<file path="src/smt_dec_pkg.sv">
// ============================================================================
// StackMapTable decoder package
// Shared word types, record kinds and the verification type tag decode.
// ============================================================================
`default_nettype none

package smt_dec_pkg;

    localparam logic [2:0] KIND_SAME   = 3'd0;
    localparam logic [2:0] KIND_APPEND = 3'd1;
    localparam logic [2:0] KIND_LOCAL  = 3'd2;
    localparam logic [2:0] KIND_EMPTY  = 3'd3;
    localparam logic [2:0] KIND_ERROR  = 3'd4;

    localparam logic ERR_FRAME_TYPE = 1'b0;
    localparam logic ERR_TYPE_TAG   = 1'b1;

    localparam logic [7:0] SAME_MAX     = 8'd63;
    localparam logic [7:0] APPEND_MIN   = 8'd252;
    localparam logic [7:0] APPEND_MAX   = 8'd254;
    localparam logic [7:0] APPEND_BASE  = 8'd251;
    localparam logic [7:0] TAG_MAX      = 8'd8;
    localparam logic [7:0] TAG_CLASS    = 8'd7;
    localparam logic [7:0] TAG_UNINIT   = 8'd8;
    localparam logic [3:0] CODE_UNINIT_OFFSET = 4'd6;

    typedef struct packed {
        logic [7:0] data_byte;
        logic       start_req;
    } t_in_word;

    typedef struct packed {
        logic [2:0]  record_kind;
        logic [15:0] bci;
        logic [1:0]  local_count;
        logic [3:0]  type_code;
        logic [15:0] type_offset;
        logic        error_code;
        logic        table_end;
    } t_out_word;

    function automatic logic [3:0] tag_to_code(input logic [3:0] tag);
        logic [3:0] code;
        case (tag)
            4'd3:    code = 4'd8;
            4'd4:    code = 4'd7;
            4'd5:    code = 4'd3;
            4'd6:    code = 4'd4;
            4'd7:    code = 4'd5;
            4'd8:    code = 4'd6;
            default: code = tag;
        endcase
        return code;
    endfunction

endpackage

`default_nettype wire

</file>
<file path="src/stack_map_table_decoder.sv">
// Registers: a word is registered in r_in on acceptance and its record, if any,
// is registered in r_out when that word advances.
// Throughput: one word per cycle; a full result register stalls input only
// while the downstream side stalls.
// Reset: synchronous, active low; the parser idles awaiting a start byte.
// ============================================================================
// StackMapTable decoder
// Parses a StackMapTable attribute body one byte per word into records.
// ============================================================================
`default_nettype none

module stack_map_table_decoder
    import smt_dec_pkg::*;
(
    input  wire logic      i_clk,
    input  wire logic      i_rst_n,
    input  wire logic      i_in_valid,
    output logic           o_in_stall,
    input  wire t_in_word  i_in_data,
    output logic           o_out_valid,
    input  wire logic      i_out_stall,
    output t_out_word      o_out_data
);

    localparam logic [2:0] PH_IDLE     = 3'd0;
    localparam logic [2:0] PH_CNT_LO   = 3'd1;
    localparam logic [2:0] PH_FRAME    = 3'd2;
    localparam logic [2:0] PH_DELTA_HI = 3'd3;
    localparam logic [2:0] PH_DELTA_LO = 3'd4;
    localparam logic [2:0] PH_TAG      = 3'd5;
    localparam logic [2:0] PH_ARG_HI   = 3'd6;
    localparam logic [2:0] PH_ARG_LO   = 3'd7;

    logic        r_in_valid;
    t_in_word    r_in;
    logic        r_out_valid;
    t_out_word   r_out;

    logic [2:0]  r_phase,   n_phase;
    logic [15:0] r_entries, n_entries;
    logic [15:0] r_bci,     n_bci;
    logic [1:0]  r_locals,  n_locals;
    logic [7:0]  r_high,    n_high;
    logic [3:0]  r_tag,     n_tag;

    logic        res_valid;
    t_out_word   res;
    logic        advance;
    logic [7:0]  b;
    logic [15:0] entries_dec;
    logic [1:0]  locals_dec;
    logic        last_entry;
    logic        last_local;

    assign advance    = r_in_valid && (!r_out_valid || !i_out_stall);
    assign o_in_stall = r_in_valid && !advance;
    assign o_out_valid = r_out_valid;
    assign o_out_data  = r_out;

    assign b           = r_in.data_byte;
    assign entries_dec = r_entries - 16'd1;
    assign locals_dec  = r_locals - 2'd1;
    assign last_entry  = (entries_dec == 16'd0);
    assign last_local  = (locals_dec == 2'd0);

    always_comb begin
        n_phase   = r_phase;
        n_entries = r_entries;
        n_bci     = r_bci;
        n_locals  = r_locals;
        n_high    = r_high;
        n_tag     = r_tag;
        res_valid = 1'b0;
        res       = '0;
        if (r_in.start_req) begin
            n_high    = b;
            n_bci     = 16'hFFFF;
            n_entries = 16'd0;
            n_locals  = 2'd0;
            n_tag     = 4'd0;
            n_phase   = PH_CNT_LO;
        end else begin
            case (r_phase)
                PH_CNT_LO: begin
                    n_entries = {r_high, b};
                    if ({r_high, b} == 16'd0) begin
                        n_phase         = PH_IDLE;
                        res_valid       = 1'b1;
                        res.record_kind = KIND_EMPTY;
                        res.table_end   = 1'b1;
                    end else begin
                        n_phase = PH_FRAME;
                    end
                end
                PH_FRAME: begin
                    if (b <= SAME_MAX) begin
                        n_bci           = r_bci + {8'd0, b} + 16'd1;
                        n_entries       = entries_dec;
                        n_phase         = last_entry ? PH_IDLE : PH_FRAME;
                        res_valid       = 1'b1;
                        res.record_kind = KIND_SAME;
                        res.bci         = n_bci;
                        res.table_end   = last_entry;
                    end else if (b >= APPEND_MIN && b <= APPEND_MAX) begin
                        n_locals = 2'(b - APPEND_BASE);
                        n_phase  = PH_DELTA_HI;
                    end else begin
                        n_phase         = PH_IDLE;
                        res_valid       = 1'b1;
                        res.record_kind = KIND_ERROR;
                        res.error_code  = ERR_FRAME_TYPE;
                        res.table_end   = 1'b1;
                    end
                end
                PH_DELTA_HI: begin
                    n_high  = b;
                    n_phase = PH_DELTA_LO;
                end
                PH_DELTA_LO: begin
                    n_bci           = r_bci + {r_high, b} + 16'd1;
                    n_phase         = PH_TAG;
                    res_valid       = 1'b1;
                    res.record_kind = KIND_APPEND;
                    res.bci         = n_bci;
                    res.local_count = r_locals;
                end
                PH_TAG: begin
                    if (b > TAG_MAX) begin
                        n_phase         = PH_IDLE;
                        res_valid       = 1'b1;
                        res.record_kind = KIND_ERROR;
                        res.error_code  = ERR_TYPE_TAG;
                        res.table_end   = 1'b1;
                    end else if (b == TAG_CLASS || b == TAG_UNINIT) begin
                        n_tag   = tag_to_code(b[3:0]);
                        n_phase = PH_ARG_HI;
                    end else begin
                        n_locals        = locals_dec;
                        res_valid       = 1'b1;
                        res.record_kind = KIND_LOCAL;
                        res.bci         = r_bci;
                        res.type_code   = tag_to_code(b[3:0]);
                        if (last_local) begin
                            n_entries     = entries_dec;
                            n_phase       = last_entry ? PH_IDLE : PH_FRAME;
                            res.table_end = last_entry;
                        end
                    end
                end
                PH_ARG_HI: begin
                    n_high  = b;
                    n_phase = PH_ARG_LO;
                end
                PH_ARG_LO: begin
                    n_locals        = locals_dec;
                    n_phase         = PH_TAG;
                    res_valid       = 1'b1;
                    res.record_kind = KIND_LOCAL;
                    res.bci         = r_bci;
                    res.type_code   = r_tag;
                    if (r_tag == CODE_UNINIT_OFFSET) begin
                        res.type_offset = {r_high, b};
                    end
                    if (last_local) begin
                        n_entries     = entries_dec;
                        n_phase       = last_entry ? PH_IDLE : PH_FRAME;
                        res.table_end = last_entry;
                    end
                end
                default: begin
                    n_phase = r_phase;
                end
            endcase
        end
    end

    always_ff @(posedge i_clk) begin
        if (!i_rst_n) begin
            r_in_valid  <= 1'b0;
            r_out_valid <= 1'b0;
            r_phase     <= PH_IDLE;
            r_entries   <= 16'd0;
            r_bci       <= 16'hFFFF;
            r_locals    <= 2'd0;
            r_high      <= 8'd0;
            r_tag       <= 4'd0;
        end else begin
            if (i_in_valid && !o_in_stall) begin
                r_in_valid <= 1'b1;
            end else if (advance) begin
                r_in_valid <= 1'b0;
            end
            if (advance) begin
                r_phase   <= n_phase;
                r_entries <= n_entries;
                r_bci     <= n_bci;
                r_locals  <= n_locals;
                r_high    <= n_high;
                r_tag     <= n_tag;
            end
            if (advance && res_valid) begin
                r_out_valid <= 1'b1;
            end else if (r_out_valid && !i_out_stall) begin
                r_out_valid <= 1'b0;
            end
        end
    end

    always_ff @(posedge i_clk) begin
        if (i_in_valid && !o_in_stall) begin
            r_in <= i_in_data;
        end
        if (advance && res_valid) begin
            r_out <= res;
        end
    end

endmodule

`default_nettype wire
</file>
<file path="config.mk">
export PLATFORM = sky130hd
export DESIGN_NAME = stack_map_table_decoder
export DESIGN_NICKNAME = d
export VERILOG_FILES = /design/src/smt_dec_pkg.sv /design/src/stack_map_table_decoder.sv
export SDC_FILE = /design/constraint.sdc
export NUM_CORES = 1
export LEC_CHECK = 0
export ABC_AREA = 1
export BUFFER_PORTS_ARGS = -buffer_cell sky130_fd_sc_hd__buf_4
export CORE_UTILIZATION = 25
export CTS_CLUSTER_DIAMETER = 200
export DETAILED_ROUTE_END_ITERATION = 10
export PLACE_DENSITY_LB_ADDON = 0.12
export SYNTH_ARGS = -nofsm -noshare
export SYNTH_HDL_FRONTEND = slang
export SYNTH_SLANG_ARGS = --single-unit
</file>
<file path="constraint.sdc">
create_clock -name i_clk -period 2.8 [get_ports i_clk]
set_input_delay 0.28 -clock i_clk [delete_from_list [all_inputs] [get_ports i_clk]]
set_output_delay 0.28 -clock i_clk [all_outputs]
set_load 0.005 [all_outputs]
</file>
Yosys cells after proc, flatten, opt, wreduce, memory -nomap -nowiden
Index checks and enable logic that the tools add are counted.
{ "word_totals": {"elab_cells": 151, "inputBits": 13, "output_inout_bits": 45, "ff_bits": 103} }
{ "op_classes": {"n_eq_ne": 23, "magnitude_cmp": 4, "n_bitwise": 3, "n_reduce_logical": 34, "muxes": 63, "addsub": 7} }
{ "op_table": {"columns": ["op", "count"], "rows": [
  ["$mux W16", 9],
  ["$pmux W16 S4", 2],
  ["$add A16 B1 Y16 const B", 2],
  ["$logic_not A16 Y1", 2],
  ["$pmux W16 S2", 1],
  ["$mux W3", 9],
  ["$mux W4", 6],
  ["$pmux W4 S6", 1],
  ["$pmux W3 S7", 1],
  ["$eq A4 B3 Y1 const B", 5],
  ["$mux W18", 1],
  ["$mux W2", 9],
  ["$add A16 B16 Y16", 1],
  ["$add A16 B8 Y16", 1],
  ["$mux W1", 16],
  ["$mux W8", 2],
  ["$sub A16 B1 Y16 const B", 1],
  ["$ne A3 B3 Y1 const B", 5],
  ["$pmux W3 S5", 1],
  ["$eq A3 B3 Y1 const B", 4],
  ["$reduce_bool A2 Y1", 5],
  ["$eq A8 B3 Y1 const B", 1],
  ["$eq A8 B4 Y1 const B", 1],
  ["$ge A8 B8 Y1 const B", 1],
  ["other kinds (31)", 47]
]} }

Logic depth before layout (Yosys ltp)
Gate-level depths: netlist (run 1).
{ "depth": {"word_depth": 8, "ltp_mapped": 17} }

Least setup slack after synthesis (run 1)
OpenSTA, ideal clock, no wires.
{ "synth_path": {"path_type": "reg-to-reg", "start": "register r_in (netlist bit b[1])", "end": "register r_out (netlist bit o_out_data[0]), enable pin", "path_stages_with_launch": 11, "required_ps": 2403, "arrival_ps": 2372, "setup_slack_ps": 30, "n_path_buf": 0, "setup_ps": 397, "period_less_slack_ps": 2770, "cell_sequence": "edfxtp_1 > inv_1 > ha_1 > nand3_1 > nand2_1 > inv_2 > nor2_1 > o211ai_1 > nand3b_1 > nand3_1 > inv_1"} }
{ "synth_between": {"elab_chain_len": 7} }
{ "synth_lines": {"columns": ["element", "line_no", "text"], "rows": [
  ["from (decl)", "stack_map_table_decoder.sv:35", "t_in_word r_in;"],
  ["from (signal assigned)", "stack_map_table_decoder.sv:211", "r_in <= i_in_data;"],
  ["$ge A8 B8 Y1, or another cell as far along", "stack_map_table_decoder.sv:104", "end else if (b >= APPEND_MIN && b <= APPEND_MAX) begin"],
  ["$logic_and A1 B1 Y1 or $logic_or A1 B1 Y1 (tied branches)", "stack_map_table_decoder.sv:104, stack_map_table_decoder.sv:134", null],
  ["$mux W1 (on tied branches)", "stack_map_table_decoder.sv:104, stack_map_table_decoder.sv:134", null],
  ["$mux W1 (on tied branches)", "stack_map_table_decoder.sv:96, stack_map_table_decoder.sv:128", null],
  ["$pmux W1 S4 *", "stack_map_table_decoder.sv:83", "case (r_phase)"],
  ["$mux W1 *", "stack_map_table_decoder.sv:75", "if (r_in.start_req) begin"],
  ["$logic_and A1 B1 Y1 *", "stack_map_table_decoder.sv:213", "if (advance && res_valid) begin"],
  ["to (signal assigned)", "stack_map_table_decoder.sv:214", "r_out <= res;"],
  ["to (decl)", "stack_map_table_decoder.sv:37", "t_out_word r_out;"]
]} }
Mark *: on every way between the ends. The rest lies on a longest branch, timed or not.
A chain may end at the register's enable or synchronous reset.

Worst setup path after layout (run 1)
{ "layout_path": {"start": "register r_in (netlist bit b[2])", "end": "register r_out (netlist bit o_out_data[33]) (data pin)"} }
{ "layout_between": {"elab_chain_len": 5} }
{ "layout_lines": {"columns": ["element", "line_no"], "rows": [
  ["parallel branches: the longest is 4 deep, another holds $add A16 B8 Y16", null],
  ["$pmux W16 S4 *", "stack_map_table_decoder.sv:83"]
]} }
Every way passes the cells marked *.

==> impl_metrics.json, run 1 <==
{
  "vias_per_cell": 4.58,
  "placed_area_um2": 7120,
  "syn_area_um2": 6150,
  "track_usage_pct": 16.1,
  "p_per_area_nw_per_um2": 507,
  "core_um2": 24200,
  "synth_compound_area_share_pct": 16.7,
  "ys_seq_elements": 103,
  "rows": 57,
  "finalNonFillerCells": 1222,
  "synth_cell_types": 48,
  "antenna_found_initial": 0,
  "preCtsSetupSlack_ns": 0.111,
  "worst_path_largest_cell_delay_ns": 0.54,
  "setup_tns_ns": 0,
  "syn_avg_cell_area_um2": 7.53,
  "dp_cells": 1202,
  "worstMarginPinSlew_ns": 0.726,
  "dp_hpwl_um": 15000,
  "area_growth_syn_to_layout_pct": 21.5,
  "diodes": 0,
  "drv_cap": 0,
  "tritoncts": "done",
  "gp_congestion": 0.862,
  "ys_seq_area_share_pct": 42.0,
  "cts_num_sinks": 103,
  "initial_core_util_pct": 25.4,
  "vias": 5598,
  "end_kind": "register",
  "cts_made_buffers": 9,
  "cp.required_ns": 2.92,
  "hold_violations": 0,
  "die_area_um2": 25300,
  "routedWlPerCell_um": 16.1,
  "setup_ws_ns": 0.229,
  "clockBufferDepth": 2,
  "yosys_warnings": 0,
  "skew_ns": 0.00973,
  "min_path_type": "input pin to register",
  "worst-setup-path-type": "register to register",
  "grt_overflow": 0,
  "max_freq_mhz": 389,
  "startpoint_type": "register",
  "portBuffers": 57,
  "layout.nets": 929,
  "finalMaxSlewViolations": 0,
  "drcViolationCount": 0,
  "synth_mux_area_share_pct": 0,
  "arrival_ns": 2.69,
  "cts_hold_buf": 0,
  "post-route-min-period_ns": 2.57,
  "clk_latency_ns": 0.36,
  "die_w_um": 159,
  "first_pass_iters": 5,
  "synthXorXnorAreaFrac_pct": 1.85,
  "path_clk_slew_ns": 0.07,
  "slew_headroom_pct": 51.6,
  "syn-num-nets": 853,
  "status": "finished, final reports clean",
  "drive_gt1_share_pct": 16.5,
  "p_leak_nw": 3.22,
  "postLayoutCellArea_um2": 7480,
  "antenna_left": 0,
  "ios": 58,
  "htreeDepth": 3,
  "wl_um": 19700,
  "slowest_stage": "edfxtp_1",
  "irDropWorstVdd_v": 0.000224,
  "synth_cells": 817,
  "worstPathMaxFanout": 6,
  "synth_fa_ha_area_share_pct": 4.80,
  "drt_iter0_drc": 398,
  "period_share_pct": 91.8,
  "grt_pass1_wl_um": 31200,
  "setup_viol": 0,
  "cts_root_buf": "clkbuf_16",
  "synthSimpleGateAreaFrac_pct": 27.2,
  "grt_max_degree": 33,
  "grt_pass1_vias": 5460,
  "die_h_um": 159,
  "synth_top_family_by_area": "simple AND/OR/NAND/NOR gates",
  "crit_chain": "ha_1, nand2_1, o21ai_2, a21oi_1, o21ai_2, a21oi_1, or2_0, nand3_1, nand3_1, nand2_1, inv_1"
}
==> flip-flops by register name, summed over array words and instances (netlist names), 2 cells and up <==
signal      count
o_out_data     43
b               8
r_phase         3
r_bci          16
r_locals        2
r_entries      16
r_tag           4
r_high          8
==> routing by layer <==
layer  vias to the layer above  wire [µm]  global-route usage (%)
li1                       2907          -                       -
met1                      2572       9910                    22.6
met2                       101       8840                    25.4
met3                        18        654                    2.17
met4                         0        315                    5.24
met5                         -          0                       0
==> cells by family (layout without fill, tap and decap cells) <==
family / count (synthesis) / in the layout
XOR/XNOR: 13 / 13
AND/OR/NAND/NOR: 384 / 384
adder cells (fa/ha/maj): 23 / 23
buffers and inverters: 119 / 200
AO/OA/AOI/OAI: 175 / 175
flip-flops: 103 / 103
==> Yosys cell counts, drive strengths merged <==
master / number / area (µm²)
a2111oi: 1 / 15.0
a211oi: 3 / 22.5
a21o: 4 / 30.0
a21oi: 72 / 364
a22o: 1 / 8.76
a22oi: 6 / 45.0
a31oi: 5 / 46.3
a41oi: 1 / 8.76
buf: 6 / 35.0
clkbuf: 19 / 71.3
clkinv: 1 / 3.75
dfxtp: 51 / 1020
edfxtp: 52 / 1560
fa: 1 / 20.0
ha: 22 / 275
inv: 93 / 354
nand2: 192 / 736
nand3: 59 / 300
nand3b: 6 / 45.0
nand4: 11 / 83.8
nor2: 99 / 404
nor3: 7 / 40.0
nor4: 2 / 12.5
o2111ai: 1 / 8.76
o211ai: 10 / 75.1
o21ai: 59 / 307
o21bai: 3 / 22.5
o221ai: 1 / 8.76
o22ai: 7 / 43.8
o31ai: 1 / 21.3
or2: 8 / 50.1
xnor2: 5 / 43.8
xor2: 8 / 70.1
==> worst max-delay path: cells and delay by family (launching register included) <==
family | cells | cell delay [ns]
adders and majority gates | 1 | 0.42
DFF | 1 | 0.54
AOI/OAI and AO/OA | 4 | 0.79
and+or+nand+nor | 5 | 0.54
buffers and inverters | 1 | 0.04
==> final timing paths <==
check                     from        endpoint  slack [ns]  cells past startpoint
setup reg to reg          b[2]  o_out_data[33]        0.23                     11
setup / recovery          b[2]  o_out_data[33]        0.23                     11
hold reg to reg       r_tag[3]        r_tag[3]        0.47                      2
hold / removal    i_in_data[4]            b[3]         0.1                      1
==> metrics by stage <==
step	hold slack, ns	total power [mW]	util (%)
after floorplan	0.379	2.20	-
after global placement	0.456	2.44	29.4
after detailed placement	0.460	2.43	29.4
after CTS	0.0836	3.84	30.7
after global routing	0.0818	4.00	30.9
final	0.0991	3.79	30.9
==> what timing repair did <==
| action | CTS | global route |
|---|---|---|
| resized for setup | 0 | 5 |
| setup endpoints to repair | 0 | 6 |
| buffers inserted | 0 | 4 |
==> area by class of cell <==
class / instances / area (µm²)
Sequential cell: 103 / 2580
Clock buffer: 10 / 229
Fill cell: 2733 / 16800
Inverter: 94 / 358
Tap cell: 324 / 405
Clock inverter: 6 / 85.1
Timing Repair Buffer: 90 / 701
Multi-Input combinational cell: 595 / 3120
==> power by group <==
part           internal [mW]  total (mW)  switching (mW)
combinational          0.260       0.735           0.475
sequential              1.62        1.67          0.0489
clock                  0.783        1.39           0.603
==> cell usage in the layout, fill, tap and decap left out, types with 9 or more instances in the layout <==
master and n:
a21oi_1 71, buf_4 88, clkbuf_16 9, dfxtp_1 51
edfxtp_1 52, ha_1 21, inv_1 80, inv_2 11
nand2_1 183, nand2_2 9, nand3_1 58, nand4_1 10
nor2_1 92, o211ai_1 10, o21ai_0 41, o21ai_1 15
Power figures use the tool's default switching activity.
==> inputs of run 2 (changes only) <==
--- a/config.mk
+++ b/config.mk
@@ -5,7 +5,6 @@
 export SDC_FILE = /design/constraint.sdc
 export NUM_CORES = 1
 export LEC_CHECK = 0
-export ABC_AREA = 1
 export BUFFER_PORTS_ARGS = -buffer_cell sky130_fd_sc_hd__buf_4
 export CORE_UTILIZATION = 25
 export CTS_CLUSTER_DIAMETER = 200
==> run 2 against run 1 <==
Sequential share of layout area down 1.2 points. Setup slack got worse by 0.18 ns. Non-clock buffer count grew 33. Clock-buffer cell count down 1. Total power fell by 8.0%. Synthesized cell count shrank 14%. Clock power decreased by 6%. Die area is 1.5% higher. Fmax is 6.6% lower.
==> impl_metrics.json, run 2 <==
{
  "tritoncts": "done",
  "min_path_type": "input pin to register",
  "status": "finished, final reports clean",
  "ys_seq_area_share_pct": 41.3,
  "cp.required_ns": 2.92,
  "die_w_um": 160,
  "synth_fa_ha_area_share_pct": 4.72,
  "period_share_pct": 98.3,
  "ios": 58,
  "synth_cell_types": 72,
  "worstMarginPinSlew_ns": 0.594,
  "diodes": 0,
  "synth_mux_area_share_pct": 1.76,
  "drive_gt1_share_pct": 19.5,
  "syn_avg_cell_area_um2": 8.88,
  "cts_made_buffers": 9,
  "worst-setup-path-type": "register to register",
  "die_h_um": 160,
  "layout_commonest_cell": "buf_4",
  "p_leak_nw": 2.92,
  "synthSimpleGateAreaFrac_pct": 23.1,
  "area_growth_syn_to_layout_pct": 23.9,
  "gp_congestion": 0.862,
  "syn_area_um2": 6250,
  "arrival_ns": 2.87,
  "initial_core_util_pct": 25.6,
  "portBuffers": 57,
  "cts_root_buf": "clkbuf_16",
  "syn-num-nets": 740,
  "htreeDepth": 3,
  "async_reset_ff_share_pct": 0,
  "layout.nets": 830,
  "hold_slack_ns": 0.0841,
  "synth_edf_count": 52,
  "drt_iter0_drc": 386,
  "synth_cells": 704,
  "rows": 57,
  "max_freq_mhz": 363,
  "setup_viol": 0,
  "postLayoutCellArea_um2": 7750,
  "clockBufferDepth": 2,
  "placed_area_um2": 7380,
  "track_usage_pct": 16.4,
  "antenna_left": 0,
  "synth.most_common_cell": "nor2_1",
  "end_kind": "register",
  "path_clk_slew_ns": 0.08,
  "grt_max_degree": 38,
  "vias": 5747,
  "drv_cap": 0,
  "grt_pass1_vias": 5598,
  "worst_path_largest_cell_delay_ns": 0.43,
  "cts_hold_buf": 0,
  "cpMostUsedCell": "o31a_1",
  "layout_common_cells": "121 x buf_4, 78 x nor2_1, 58 x nand2_1",
  "crit_buf_inv": 1,
  "ys_seq_elements": 103,
  "grt_pass1_wl_um": 32500,
  "p_per_area_nw_per_um2": 450,
  "drcViolationCount": 0,
  "die_area_um2": 25600,
  "cts_num_sinks": 103,
  "critPathTopFamily": "compound AO/OA/AOI/OAI gates",
  "largest_reg_flops": 43,
  "post-route-min-period_ns": 2.75,
  "crit_chain": "inv_1, fa_2, nor2b_1, o31a_1, o31a_1, a311o_1, a31oi_1, xnor2_1, a32o_1",
  "startpoint_type": "register",
  "clk_latency_ns": 0.37,
  "synth-main-ff-cell": "edfxtp_1",
  "finalMaxSlewViolations": 0,
  "first_pass_iters": 5,
  "wl_um": 20700,
  "antenna_found_initial": 0,
  "synth_top_area_share_pct": 25.0,
  "synth_top_family_by_area": "simple AND/OR/NAND/NOR gates",
  "synthXorXnorAreaFrac_pct": 3.50,
  "rsz0062_at_grt": "yes",
  "routedWlPerCell_um": 18.5,
  "grt_overflow": 0,
  "synthTopCellsByCount": "78 x nor2_1, 58 x nand2_1, 54 x a21oi_1",
  "worstPathMaxFanout": 4,
  "yosys_warnings": 0,
  "skew_ns": 0.0119,
  "slew_headroom_pct": 59.9,
  "preCtsSetupSlack_ns": 0.0654,
  "dp_hpwl_um": 15600,
  "core_um2": 24400,
  "setup_ws_ns": 0.0477,
  "setup_tns_ns": 0,
  "synth_compound_area_share_pct": 21.7,
  "synth_top_area_cell": "edfxtp_1",
  "vias_per_cell": 5.12,
  "slowest_stage": "edfxtp_1",
  "hold_violations": 0,
  "ys_top_cells_by_area": "edfxtp_1 25%, dfxtp_1 16%, nor2_1 4.7%, ha_1 4.4%, a21oi_1 4.3%",
  "irDropWorstVdd_v": 0.000216
}
[run 2: cell types whose count changed after synthesis, moves of 10 or more]
cell / change
nor3_1: +25
inv_1: -66
and2_1: +18
nand3_1: -48
o21ai_0: -20
xnor2_1: +12
a21oi_1: -17
nor2b_1: +21
nand2_1: -128
mux2i_1: +11
inv_2: -10
or3_1: +10
o21ai_1: -13
nor2_1: -14
[run 2: cell families (layout without fill, tap and decap cells)]
group,Yosys count,after routing
flip-flops,103,103
multiplexers,11,11
adder cells (fa/ha/maj),23,23
AND/OR/NAND/NOR,285,285
XOR/XNOR,25,25
AO/OA/AOI/OAI,198,198
buffers and inverters,59,154
[run 2: layout make-up]
type | count | area, µm²
clock buffers | 9 | 225
clock inverters | 7 | 81.3
fillers | 2619 | 16600
inverters | 15 | 60.1
multi-input cells | 542 | 3460
flip-flops and latches | 103 | 2580
well taps | 324 | 405
repair buffers | 123 | 931
[run 2: worst paths after layout]
kind           startpoint        endpoint  slack (ns)  cells after the start
min reg2reg   r_locals[1]     r_locals[1]        0.47                      2
max reg2reg          b[1]  o_out_data[38]        0.05                      9
min          i_in_data[5]            b[4]        0.08                      1
max                  b[1]  o_out_data[38]        0.05                      9
[run 2: power breakdown]
group	internal [mW]	switching, mW
clock network	0.639	0.672
registers	1.59	0.0283
logic	0.232	0.325
[run 2: what timing repair did]
action / in CTS / in global routing
endpoints found under the hold margin: 0 / 0
gates resized for setup: 0 / 12
setup endpoints to repair: 0 / 37
setup buffers: 0 / 2
[run 2: per-layer routing]
metal | GRT usage (%) | wire (µm) | vias up
met5 | 0 | 0 | -
met4 | 4.24 | 302 | 0
met3 | 2.78 | 801 | 21
met2 | 28.1 | 10200 | 132
met1 | 21.2 | 9470 | 2797
li1 | - | - | 2797
[run 2: per-stage QoR]
step	cells	utilization, %	power [mW]
2_1_floorplan	704	-	2.01
3_3_place_gp	1105	30.3	2.19
3_5_place_dp	1105	30.3	2.19
4_1_cts	1121	31.5	3.52
5_1_grt	1123	31.8	3.64
6_report	1123	31.8	3.49
[run 2: worst reg2reg max path, cell delays in order, from the launching register on]
cell and delay, ns:
edfxtp_1 0.43, inv_1 0.21, fa_2 0.26, nor2b_1 0.06, o31a_1 0.25, o31a_1 0.33
a311o_1 0.38, a31oi_1 0.19, xnor2_1 0.15, a32o_1 0.23
